`src/hdl/efa_pkg.sv`:
```
package efa_pkg;

  // field widths
  localparam int TS_W       = 48;
  localparam int POS_W      = 9;
  localparam int DIM_W      = 10;
  localparam int DRIFT_W    = 24;
  localparam int CNT_W      = 8;
  localparam int CFG_IDX_W  = 3;
  localparam int CFG_DATA_W = 48;

  // register indexes
  localparam logic [CFG_IDX_W-1:0] REG_NUM_ROWS    = 3'd0;
  localparam logic [CFG_IDX_W-1:0] REG_NUM_COLS    = 3'd1;
  localparam logic [CFG_IDX_W-1:0] REG_SLICE_START = 3'd2;
  localparam logic [CFG_IDX_W-1:0] REG_SLICE_WIDTH = 3'd3;
  localparam logic [CFG_IDX_W-1:0] REG_DRIFT_ROW   = 3'd4;
  localparam logic [CFG_IDX_W-1:0] REG_DRIFT_COL   = 3'd5;

  localparam logic [DIM_W-1:0] NUM_ROWS_RST    = 10'd240;
  localparam logic [DIM_W-1:0] NUM_COLS_RST    = 10'd180;
  localparam logic [TS_W-1:0]  SLICE_WIDTH_RST = 48'd10000000;

  localparam logic OP_READ = 1'b1;

  // queue entry kinds
  localparam int KIND_W = 2;
  localparam logic [KIND_W-1:0] KIND_ACC  = 2'd0;
  localparam logic [KIND_W-1:0] KIND_READ = 2'd1;
  localparam logic [KIND_W-1:0] KIND_ZERO = 2'd2;

  // shift arithmetic: divide |dt*drift| by 10000 * 2^16
  localparam int TIME_DIV    = 10000;
  localparam int Q_FRAC      = 16;
  localparam int PROD_W      = 72;
  localparam int P_KEEP_W    = 40;
  localparam int P16_W       = P_KEEP_W - Q_FRAC;
  localparam int RECIP_SHIFT = 37;
  localparam logic [P16_W-1:0] RECIP = 24'd13743896;  // ceil(2^37 / 10000)
  localparam int K_W         = 10;
  // shift of 1024 pixels or more is always out of range
  localparam logic [P16_W-1:0] P16_LIMIT = 24'd10240000;

  localparam logic [CNT_W-1:0] CNT_MAX = 8'd255;

  localparam int FIFO_DEPTH = 16;
  localparam int FIFO_PTR_W = $clog2(FIFO_DEPTH);
  localparam int FIFO_CNT_W = $clog2(FIFO_DEPTH + 1);

  typedef struct packed {
    logic [DIM_W-1:0]   num_rows;
    logic [DIM_W-1:0]   num_cols;
    logic [TS_W-1:0]    slice_start;
    logic [TS_W-1:0]    slice_width;
    logic [DRIFT_W-1:0] drift_row;
    logic [DRIFT_W-1:0] drift_col;
  } cfg_t;

endpackage

```
`src/hdl/efa_queue.sv`:
```
module efa_queue #(
  parameter int DATA_W = 20
) (
  input  logic                           clk,
  input  logic                           rst,
  input  logic                           push,
  input  logic [DATA_W-1:0]              push_data,
  input  logic                           pop,
  output logic [DATA_W-1:0]              head,
  output logic                           not_empty,
  output logic [efa_pkg::FIFO_CNT_W-1:0] count
);

  logic [DATA_W-1:0]              slots [efa_pkg::FIFO_DEPTH];
  logic [efa_pkg::FIFO_PTR_W-1:0] wptr;
  logic [efa_pkg::FIFO_PTR_W-1:0] rptr;

  assign head      = slots[rptr];
  assign not_empty = (count != '0);

  always_ff @(posedge clk) begin
    if (rst) begin
      wptr  <= '0;
      rptr  <= '0;
      count <= '0;
    end else begin
      if (push) begin
        wptr <= wptr + 1'b1;
      end
      if (pop) begin
        rptr <= rptr + 1'b1;
      end
      if (push && !pop) begin
        count <= count + 1'b1;
      end else if (pop && !push) begin
        count <= count - 1'b1;
      end
    end
  end

  always_ff @(posedge clk) begin
    if (push) begin
      slots[wptr] <= push_data;
    end
  end

  // front reserves room before it takes an item, so the queue never overflows
  a_no_overflow: assert property (@(posedge clk) disable iff (rst)
    push |-> (count < efa_pkg::FIFO_CNT_W'(efa_pkg::FIFO_DEPTH)))
    else $error("queue push while full");

  a_no_underflow: assert property (@(posedge clk) disable iff (rst)
    pop |-> not_empty)
    else $error("queue pop while empty");

endmodule

```
`config.mk`:
```
export PLATFORM = sky130hd
export DESIGN_NAME = efa_queue
export DESIGN_NICKNAME = d
export VERILOG_FILES = /design/src/hdl/efa_pkg.sv /design/src/hdl/efa_queue.sv
export SDC_FILE = /design/constraint.sdc
export NUM_CORES = 1
export LEC_CHECK = 0
export BUFFER_PORTS_ARGS = -buffer_cell sky130_fd_sc_hd__buf_2
export CAP_MARGIN = 20
export CORE_UTILIZATION = 50
export CTS_CLUSTER_SIZE = 14
export DETAILED_ROUTE_END_ITERATION = 8
export PLACE_DENSITY = 0.79
export SLEW_MARGIN = 20
export SYNTH_ARGS = -nofsm -noshare
export SYNTH_HDL_FRONTEND = slang
export SYNTH_SLANG_ARGS = --single-unit
export TNS_END_PERCENT = 30
```
`constraint.sdc`:
```
create_clock -name clk -period 4.2 [get_ports clk]
set_input_delay 0 -clock clk [delete_from_list [all_inputs] [get_ports clk]]
set_output_delay 0 -clock clk [all_outputs]
set_load 0.005 [all_outputs]
```
### After elaboration in Yosys (flattened, before gate mapping)

Memories as Yosys holds them, arrays and structs flattened. A register that Yosys moved wholly into a read port is not among the register bits.
Index checks and enable logic that the tools add are counted.

* bits in writable memories: 320
* bits in latches: 0
* input bits: 24
* flip-flop bits (word level): 13
* memory bits (read-only): 0
* output and inout port bits: 26
* word-level logic and storage cells: 20
* memories kept: 1

* add/sub/neg operators: 4
* bitwise gates (word level): 0
* mux-type cells: 6
* shift-type cells: 0
* $mul: 0
* equality and inequality tests: 0
* $lt $le $gt $ge: 0
* reductions and logical operators: 6
* div/mod/pow operators: 0

Memories
* slots: words 16, width 20, read ports 1, clocked after memory_dff 1, wr ports 1, line efa_queue.sv:14 `logic [DATA_W-1:0] slots [efa_pkg::FIFO_DEPTH];`

Operator list (number)
* 5-bit 2-to-1 mux: 2
* 4-bit by 1-bit adder with 4-bit output (second input constant): 2
* 4-bit 2-to-1 mux: 2
* 5-bit by 1-bit adder with 5-bit output (second input constant): 1
* 5-bit nonzero test: 1
* 5-bit by 1-bit subtractor with 5-bit output (second input constant): 1
* 1-bit logical AND: 2
* 1-bit logical NOT: 2
* 1-bit 2-to-1 mux: 2
* 2-bit nonzero test: 1

### Longest topological paths before layout

Gate-level depths: netlist (run 1).

* word-level depth: 4
* mapped depth: 8
* depth with buffers taken out: 8

### Worst setup path before layout (run 1)

No wires, ideal clock.

* kind: register to register
* start: reg count[0] (netlist bit)
* end: reg count[4] (netlist bit)
* data required time: 4.079 ns
* cell stages (with the launch flop): 6
* setup time: 0.121 ns
* slack: 2.628 ns
* path buffers: 0
* arrival time: 1.451 ns
* period minus slack after synthesis: 1.572 ns
* path through: dfxtp_1 -> fa_1 -> nand3_1 -> a211oi_1 -> a31oi_1 -> mux2_2

* cells in the longest elaborated chain, start to end: 3
* elaborated cells between the ends (all ways): 4
* classes of those cells: add/sub (2); mux (2)

Ends and longest elaborated chain
* from (decl): line efa_queue.sv:11 `output logic [efa_pkg::FIFO_CNT_W-1:0] count`
* from (signal assigned): line efa_queue.sv:34 `count <= count + 1'b1;`
* from (signal assigned): line efa_queue.sv:36 `count <= count - 1'b1;`
* 5-bit by 1-bit subtractor with 5-bit output: line efa_queue.sv:36
* 5-bit 2-to-1 mux: line efa_queue.sv:35 `end else if (pop && !push) begin`
* 5-bit 2-to-1 mux (*): line efa_queue.sv:33 `if (push && !pop) begin`

Mark *: on every way between the ends. The rest lies on a longest branch, timed or not. The select of a mux whose other input is x is not followed.
A chain may end at the register's enable or synchronous reset.

==> results.sh, run 1 <==
export IMPL_post_dp_cell_area_um2=13600
export IMPL_die_w_um=163
export IMPL_final_area_um2=14900
export IMPL_critical_path_arrival_ns=2.91
export IMPL_rows=58
export IMPL_fin_skew_ns=0.0212
export IMPL_drtIter0Drc=592
export IMPL_dr_pass1_iters=7
export IMPL_drive_gt1_share_pct=25.6
export IMPL_io_pins=50
export IMPL_n_antenna_cell=0
export IMPL_hp_class="in -> reg"
export IMPL_setup_violations=0
export IMPL_vdd_ir_drop_max_mv=0.283
export IMPL_drcViolationCount=0
export IMPL_worstMarginPinSlew_ns=0.830
export IMPL_grt_ovfl_total=0
export IMPL_yosysUniqueCellTypes=33
export IMPL_die_area_um2=26500
export IMPL_vias_per_cell=6.13
export IMPL_report_final_hold_viol_count=0
export IMPL_htreeDepth=2
export IMPL_grtUsageTotal_pct=21.7
export IMPL_portBuffers=49
export IMPL_postSynthAreaPerCell_um2=21.8
export IMPL_ys_seq_area_share_pct=76.9
export IMPL_start_util_pct=51.2
export IMPL_endpoint_kind="output pin"
export IMPL_ctsHoldBuffers=24
export IMPL_vias=6420
export IMPL_required_ns=4.20
export IMPL_post_cts_buffers=0
export IMPL_place_ws_ns=1.79
export IMPL_finalCritPeriodShare_pct=69.3
export IMPL_power_per_cell_area_nw_per_um2=479
export IMPL_synth_cells=593
export IMPL_nets=727
export IMPL_grt_max_degree=81
export IMPL_grt_setup_unrepaired="no"
export IMPL_crit_type="reg -> out"
export IMPL_drt_antenna_violating_nets=0
export IMPL_cts_sinks=337
export IMPL_clock_latency_ns=0.51
export IMPL_fmax_mhz=344
export IMPL_synthMostInstantiatedCell="edfxtp_1"
export IMPL_syn_to_final_growth_pct=15.3
export IMPL_yosys_warnings=0
export IMPL_root_buffer="clkbuf_16"
export IMPL_coreArea_um2=25300
export IMPL_grt_pass1_wl_mm=41.2
export IMPL_synth_area_um2=12900
export IMPL_grt_pass1_vias=6817
export IMPL_period_minus_slack_ns=2.91
export IMPL_slew_headroom_pct=44.7
export IMPL_drv_slew=0
export IMPL_status="finished, final reports clean"
export IMPL_fin_setup_tns_ns=0
export IMPL_r2r_cells=4
export IMPL_drt_wl_total_mm=28.1
export IMPL_netlist_area_leader_share_pct=74.3
export IMPL_antenna_found_initial=0
export IMPL_worstPathMaxFanout=45
export IMPL_cts_buffer_depth=3
export IMPL_cts_buffers=34
export IMPL_yosys_top_cells_area="edfxtp_1 (74%), mux4_2 (11%), mux4_1 (3.3%)"
export IMPL_yosysTopAreaCell="edfxtp_1"
export IMPL_post_cts_resized=0
export IMPL_synth_edf_count=320
export IMPL_syn_num_nets=627
export IMPL_cp_start_kind="flip-flop"
export IMPL_synthFlopType="edfxtp_1"
export IMPL_wl_per_cell_um=26.8
export IMPL_async_reset_ff_share_pct=0
export IMPL_place_hpwl_mm=14.3
export IMPL_cap_violations=0
export IMPL_die_y_um=163
export IMPL_min_path_cells=2
export IMPL_gp_congestion=0.704
export IMPL_cts_tree="done"
export IMPL_p_leak_nw=4.91
export IMPL_worst_slack_ns=1.29
export IMPL_synth_seq_cells=337
export IMPL_netlist_top_cells_count="edfxtp_1 (320), mux4_2 (64), a22oi_1 (40), nand2_1 (25), clkbuf_1 (20)"
export IMPL_path_clk_slew_ns=0.06
-- state kept, by name (all words and copies together) (netlist names), named ones only --
register / flops
count: 5
rptr: 4
slots: 320
wptr: 4
-- per-stage QoR --
step                      total power (W)  utilization (%)  hold WS (ns)  cells
after floorplan                   0.00417                -        0.0989    593
after global placement            0.00431             53.9         0.346    962
after detailed placement          0.00434             53.9         0.352    962
after CTS                         0.00718             58.9         0.389   1047
after global routing              0.00735             59.1         0.428   1048
final                             0.00714             59.1         0.392   1048
-- final cells by class --
class	count	area (µm²)
Clock buffer	45	913
Clock inverter	16	130
Fill cell	1720	10300
Inverter	4	15.0
Multi-Input combinational cell	222	2810
Sequential cell	337	9960
Tap cell	330	413
Timing Repair Buffer	94	676
-- routing by layer --
metal / wire length [µm] / GRT usage (%) / up-vias
li1: - / - / 2676
met1: 11000 / 28.7 / 3344
met2: 14300 / 36.5 / 328
met3: 1940 / 3.51 / 72
met4: 852 / 7.99 / 0
met5: 0 / 0 / -
-- kinds of logic (layout without fill, tap and decap cells) --
family	count (synthesis)	after routing	synth area share, %
simple gates	74	74	2.77
compound gates	46	46	2.60
flops	337	337	76.9
fa+ha+maj	10	10	1.03
xor+xnor	8	8	0.542
buf+inv	34	159	1.40
mux	84	84	14.7
-- path summary, 6_finish.rpt --
check	from	end	slack [ns]
min	push_data[6]	slots[2][6]	0.39
min reg2reg	rptr[3]	flip-flop	0.56
max	flip-flop	head[10]	1.29
max reg2reg	wptr[2]	slots[6][18]	2.16
-- cell usage in the layout (no fill, tap or decap), types with 2 or more instances in the layout --
master	Yosys	final
nor2_1	19	18
bufinv_16	0	2
nand4_1	2	2
nor2b_2	0	2
nand2_1	25	25
dfxtp_1	17	15
inv_1	4	4
mux4_1	16	16
buf_4	4	19
dfxtp_4	0	2
clkinv_2	0	3
xnor2_1	3	3
and2_1	17	16
ha_1	9	9
mux2i_1	3	3
xor2_1	5	5
clkbuf_16	0	35
mux4_2	64	64
a21oi_1	3	3
clkbuf_1	20	10
edfxtp_1	320	320
buf_2	1	49
clkinv_1	0	8
dlygate4sd3_1	0	24
a22oi_1	40	40
-- worst max-delay path, cell delays in order (launching register included) --
cell and delay (ns):
dfxtp_4 0.82, buf_12 0.41, mux4_1 0.63, a22oi_1 0.22, nand2_1 0.12, buf_2 0.15
-- report_power, final --
group | switching, W | internal [W] | total [W]
Clock | 0.00119 | 0.00166 | 0.00285
Combinational | 0.000249 | 0.000255 | 0.000504
Sequential | 0.0000587 | 0.00373 | 0.00379
Total | 0.00150 | 0.00565 | 0.00714
(Power assumes the default switching activity.)
==> run 2: changes to the inputs <==
- clock period: 4.2 -> 2.8 ns (I/O delays scaled with it)
==> run 2 against run 1 <==
Against the previous run:
- design area rose by 0.32%
- register-to-register slack got worse by 1.3 ns
- sequential power rose by 50%
- worst hold slack improved by 0.0081 ns
- worst setup slack got worse by 1.1 ns
- final cell count rose by 0.67%
- power rose by 48%
- flip-flop and latch count did not move
- via count rose by 0.70%
- sequential share of layout area fell by 0.21 points
- count of clock-buffer cells in the layout fell by 1
- largest cell class unchanged
==> results.sh, run 2 (synthesis results as in run 1) <==
export IMPL_path_clk_slew_ns=0.06
export IMPL_final_cells=1055
export IMPL_die_w_um=163
export IMPL_die_area_um2=26500
export IMPL_dr_pass1_iters=4
export IMPL_setup_violations=0
export IMPL_portBuffers=49
export IMPL_min_path_cells=4
export IMPL_place_hpwl_mm=15.4
export IMPL_period_minus_slack_ns=2.59
export IMPL_report_final_hold_viol_count=0
export IMPL_start_util_pct=51.2
export IMPL_worstPathMaxFanout=36
export IMPL_grt_ovfl_total=0
export IMPL_grt_use_met2_pct=38.2
export IMPL_crit_type="reg -> out"
export IMPL_cp_slowest_cell="dfxtp_4"
export IMPL_clock_latency_ns=0.50
export IMPL_status="finished, final reports clean"
export IMPL_die_y_um=163
export IMPL_fin_setup_tns_ns=0
export IMPL_antenna_found_initial=0
export IMPL_finalCritPeriodShare_pct=92.4
export IMPL_hp_class="in -> reg"
export IMPL_cts_tree="done"
export IMPL_final_common_cell="edfxtp_1"
export IMPL_busiest_layer="met2"
export IMPL_worstPathCellList="buf_12 -> mux4_1 -> a22oi_1 -> nand2_1 -> buf_2"
export IMPL_cp_start_kind="flip-flop"
export IMPL_drcViolationCount=0
export IMPL_coreArea_um2=25300
export IMPL_rows=58
export IMPL_cts_buffer_depth=3
export IMPL_top_regs="slots x320, count x5"
export IMPL_vdd_ir_drop_max_mv=0.420
export IMPL_slowest_delay_ns=0.66
export IMPL_post_cts_buffers=0
export IMPL_drv_slew=0
export IMPL_fin_skew_ns=0.00897
export IMPL_drive_gt1_share_pct=26.3
export IMPL_groute_layer_met1_usage_pct=29.4
export IMPL_grt_setup_unrepaired="no"
export IMPL_r2r_end="slots[8][17]"
export IMPL_cts_buffers=34
export IMPL_vias=6465
export IMPL_cap_violations=0
export IMPL_root_buffer="clkbuf_16"
export IMPL_vias_per_cell=6.13
export IMPL_wl_per_cell_um=26.7
export IMPL_grtUsageTotal_pct=22.2
export IMPL_grt_pass1_vias=6796
export IMPL_drtIter0Drc=759
export IMPL_required_ns=2.80
export IMPL_dp_cells=971
export IMPL_grt_pass1_wl_mm=42.0
export IMPL_final_cell_mix="edfxtp_1 (320), mux4_2 (64), buf_2 (49)"
export IMPL_ctsHoldBuffers=24
export IMPL_crit_family="flip-flops"
export IMPL_worstMarginPinSlew_ns=0.601
export IMPL_n_antenna_cell=0
export IMPL_drt_antenna_violating_nets=0
export IMPL_cp_num_buf_inv=2
export IMPL_r2r_cells=4
export IMPL_p_leak_nw=4.95
export IMPL_critical_path_arrival_ns=2.59
export IMPL_nFillCells=1703
export IMPL_grt_max_degree=37
export IMPL_drt_wl_total_mm=28.1
export IMPL_crit_reg2reg_launch="wptr[0]"
export IMPL_post_cts_resized=0
export IMPL_nets=735
export IMPL_regMostFlops="slots"
export IMPL_io_pins=50
export IMPL_hold_path_startpoint="pop"
export IMPL_gr_usage_met3_pct=3.62
export IMPL_power_per_cell_area_nw_per_um2=709
export IMPL_htreeDepth=2
export IMPL_cts_sinks=337
export IMPL_fmax_mhz=387
export IMPL_syn_to_final_growth_pct=15.7
export IMPL_r2r_slack_ns=0.89
export IMPL_gp_congestion=0.768
export IMPL_slew_headroom_pct=59.9
export IMPL_endpoint_kind="output pin"
export IMPL_largest_register_ffs=320
-- run 2: routing by layer --
layer / vias up / routed length (µm)
li1: 2696 / -
met1: 3402 / 10900
met2: 328 / 14600
met3: 39 / 2080
met4: 0 / 457
met5: - / 0
-- run 2: how the worst max path moves through the flow --
| stage | depth (start not counted) | to | slack [ns] | start |
|---|---|---|---|---|
| 5_1_grt | 5 | head[1] | 0.06 | flip-flop |
| 3_3_place_gp | 5 | head[19] | 0.77 | flip-flop |
| 6_report | 5 | head[0] | 0.21 | flip-flop |
| 4_1_cts | 5 | head[0] | 0.16 | flip-flop |
| 2_1_floorplan | 5 | count[4] | 1.23 | count[0] |
| 3_5_place_dp | 5 | head[0] | 0.71 | flip-flop |
-- run 2: area by class of cell --
cell class | count | area [µm²] | area share, %
tap | 330 | 413 | 2.76
clock inverter | 16 | 75.1 | 0.502
inverter | 4 | 15.0 | 0.100
multi-input combinational | 222 | 2810 | 18.8
timing repair buffer | 102 | 741 | 4.95
clock buffer | 44 | 952 | 6.36
sequential | 337 | 9960 | 66.6
-- run 2: stage by stage --
step	utilization (%)	power, W	hold slack, ns	instance area, µm²	worst slack, ns
finish	59.2	0.0106	0.400	15000	0.214
global route	59.2	0.0109	0.428	15000	0.0612
CTS	59.2	0.0107	0.389	15000	0.163
detailed placement	54.2	0.00653	0.361	13700	0.709
global placement	54.2	0.00648	0.345	13700	0.772
floorplan	-	0.00625	0.0989	12900	1.23
-- run 2: worst register-to-register path, stage by stage, from the launching register on --
cell,delay (ns)
dfxtp_1,0.36
inv_1,0.11
ha_1,0.20
and2_1,0.46
buf_4,0.43
-- run 2: power breakdown --
part | leakage, nW | total [W] | switching (W) | internal (W)
logic | 1.41 | 0.000774 | 0.000386 | 0.000387
clock network | 0.505 | 0.00415 | 0.00175 | 0.00240
registers | 3.03 | 0.00568 | 0.0000782 | 0.00560
==> run 3: changes to the inputs <==
- CELL_PAD_IN_SITES_DETAIL_PLACEMENT: unset -> 0
- CELL_PAD_IN_SITES_GLOBAL_PLACEMENT: unset -> 1
- PLACE_DENSITY: 0.79 -> 0.83
- RECOVER_POWER: unset -> 100
==> run 3 against run 2 <==
Against the previous run:
- wire length is 0.60% lower
- clock skew grew 0.011 ns
- flip-flop and latch count is the same
- register-to-register slack worse by 0.41 ns
- count of clock-buffer cells in the layout is the same
- largest cell class unchanged
==> results.sh, run 3 (synthesis results as in run 1) <==
export IMPL_status="finished, final reports clean"
export IMPL_grt_setup_unrepaired="no"
export IMPL_required_ns=2.80
export IMPL_nFillCells=1770
export IMPL_power_per_cell_area_nw_per_um2=714
export IMPL_final_common_cell="edfxtp_1"
export IMPL_report_final_hold_viol_count=0
export IMPL_cts_buffer_depth=3
export IMPL_grtUsageTotal_pct=21.8
export IMPL_path_clk_slew_ns=0.06
export IMPL_n_antenna_cell=0
export IMPL_drive_gt1_share_pct=20.9
export IMPL_worstPathMaxFanout=30
export IMPL_grt_max_degree=35
export IMPL_hp_class="in -> reg"
export IMPL_drcViolationCount=0
export IMPL_portBuffers=49
export IMPL_grt_ovfl_total=0
export IMPL_top_regs="slots x320, count x5"
export IMPL_endpoint_kind="output pin"
export IMPL_post_cts_buffers=0
export IMPL_drtIter0Drc=730
export IMPL_grt_pass1_vias=6673
export IMPL_drv_slew=0
export IMPL_cts_tree="done"
export IMPL_finalCritPeriodShare_pct=90.6
export IMPL_regArea_um2=9960
export IMPL_cap_violations=0
export IMPL_cts_sinks=337
export IMPL_dr_pass1_iters=5
export IMPL_grt_pass1_wl_mm=41.3
export IMPL_fin_setup_tns_ns=0
export IMPL_die_y_um=163
export IMPL_fin_skew_ns=0.0199
export IMPL_cp_start_kind="flip-flop"
export IMPL_slew_headroom_pct=33.7
export IMPL_cts_buffers=34
export IMPL_fmax_mhz=394
export IMPL_p_leak_nw=4.77
export IMPL_drt_wl_total_mm=28.0
export IMPL_critical_path_arrival_ns=2.54
export IMPL_wl_per_cell_um=26.7
export IMPL_largest_register_ffs=320
export IMPL_gp_congestion=0.745
export IMPL_final_cell_mix="edfxtp_1 (320), mux4_2 (64), clkbuf_1 (46)"
export IMPL_regMostFlops="slots"
export IMPL_vias=6415
export IMPL_vdd_ir_drop_max_mv=0.484
export IMPL_final_area_um2=14800
export IMPL_power_total_w=0.0106
export IMPL_vias_per_cell=6.13
export IMPL_ctsHoldBuffers=23
export IMPL_die_w_um=163
export IMPL_post_cts_resized=0
export IMPL_place_hpwl_mm=14.3
export IMPL_start_util_pct=51.2
export IMPL_worstMarginPinSlew_ns=0.995
export IMPL_syn_to_final_growth_pct=14.5
export IMPL_period_minus_slack_ns=2.54
export IMPL_worst_slack_ns=0.264
export IMPL_coreArea_um2=25300
export IMPL_htreeDepth=2
export IMPL_setup_violations=0
export IMPL_root_buffer="clkbuf_16"
export IMPL_post_dp_cell_area_um2=13700
export IMPL_hold_ws_ns=0.390
export IMPL_rows=58
export IMPL_die_area_um2=26500
export IMPL_antenna_found_initial=1
export IMPL_clock_latency_ns=0.51
export IMPL_crit_type="reg -> out"
export IMPL_io_pins=50
export IMPL_nets=732
export IMPL_multi_input_area_um2=2810
export IMPL_drt_antenna_violating_nets=0
export IMPL_place_ws_ns=0.914
run 3: where the power goes:
part	internal, W	switching (W)
Sequential	0.00560	0.0000678
Clock	0.00237	0.00175
Combinational	0.000373	0.000397
run 3: path summary, 6_finish.rpt:
kind                  start            to  slack (ns)  cells past startpoint
hold reg to reg     rptr[1]     flip-flop        0.57                      2
setup / recovery  flip-flop       head[0]        0.26                      5
hold / removal          rst      count[2]        0.39                      3
setup reg to reg    wptr[0]  slots[9][14]        0.48                      3
run 3: critical path, stage by stage (launching register included):
cell and delay [ns]:
dfxtp_4 0.64, clkbuf_2 0.53, mux4_1 0.39, a22oi_1 0.21
nand2_1 0.11, clkbuf_1 0.12
run 3: area by class of cell:
type / instances / area share (%)
inverters: 4 / 0.101
flip-flops and latches: 337 / 67.3
repair buffers: 99 / 4.20
clock buffers: 44 / 6.14
multi-input cells: 222 / 19.0
well taps: 330 / 2.79
clock inverters: 10 / 0.541
run 3: stage by stage:
step,util [%],instances
4_1_cts,59.1,1046
2_1_floorplan,-,593
5_1_grt,58.6,1046
3_3_place_gp,54.3,969
6_report,58.6,1046
3_5_place_dp,54.3,969
run 3: routing by layer:
| metal | wire length (µm) | GRT usage [%] | up-vias |
|---|---|---|---|
| met5 | 13 | 0 | - |
| met4 | 666 | 6.97 | 2 |
| met3 | 2390 | 4.48 | 55 |
| met2 | 14000 | 36.2 | 358 |
| met1 | 10800 | 28.8 | 3314 |
| li1 | - | - | 2686 |
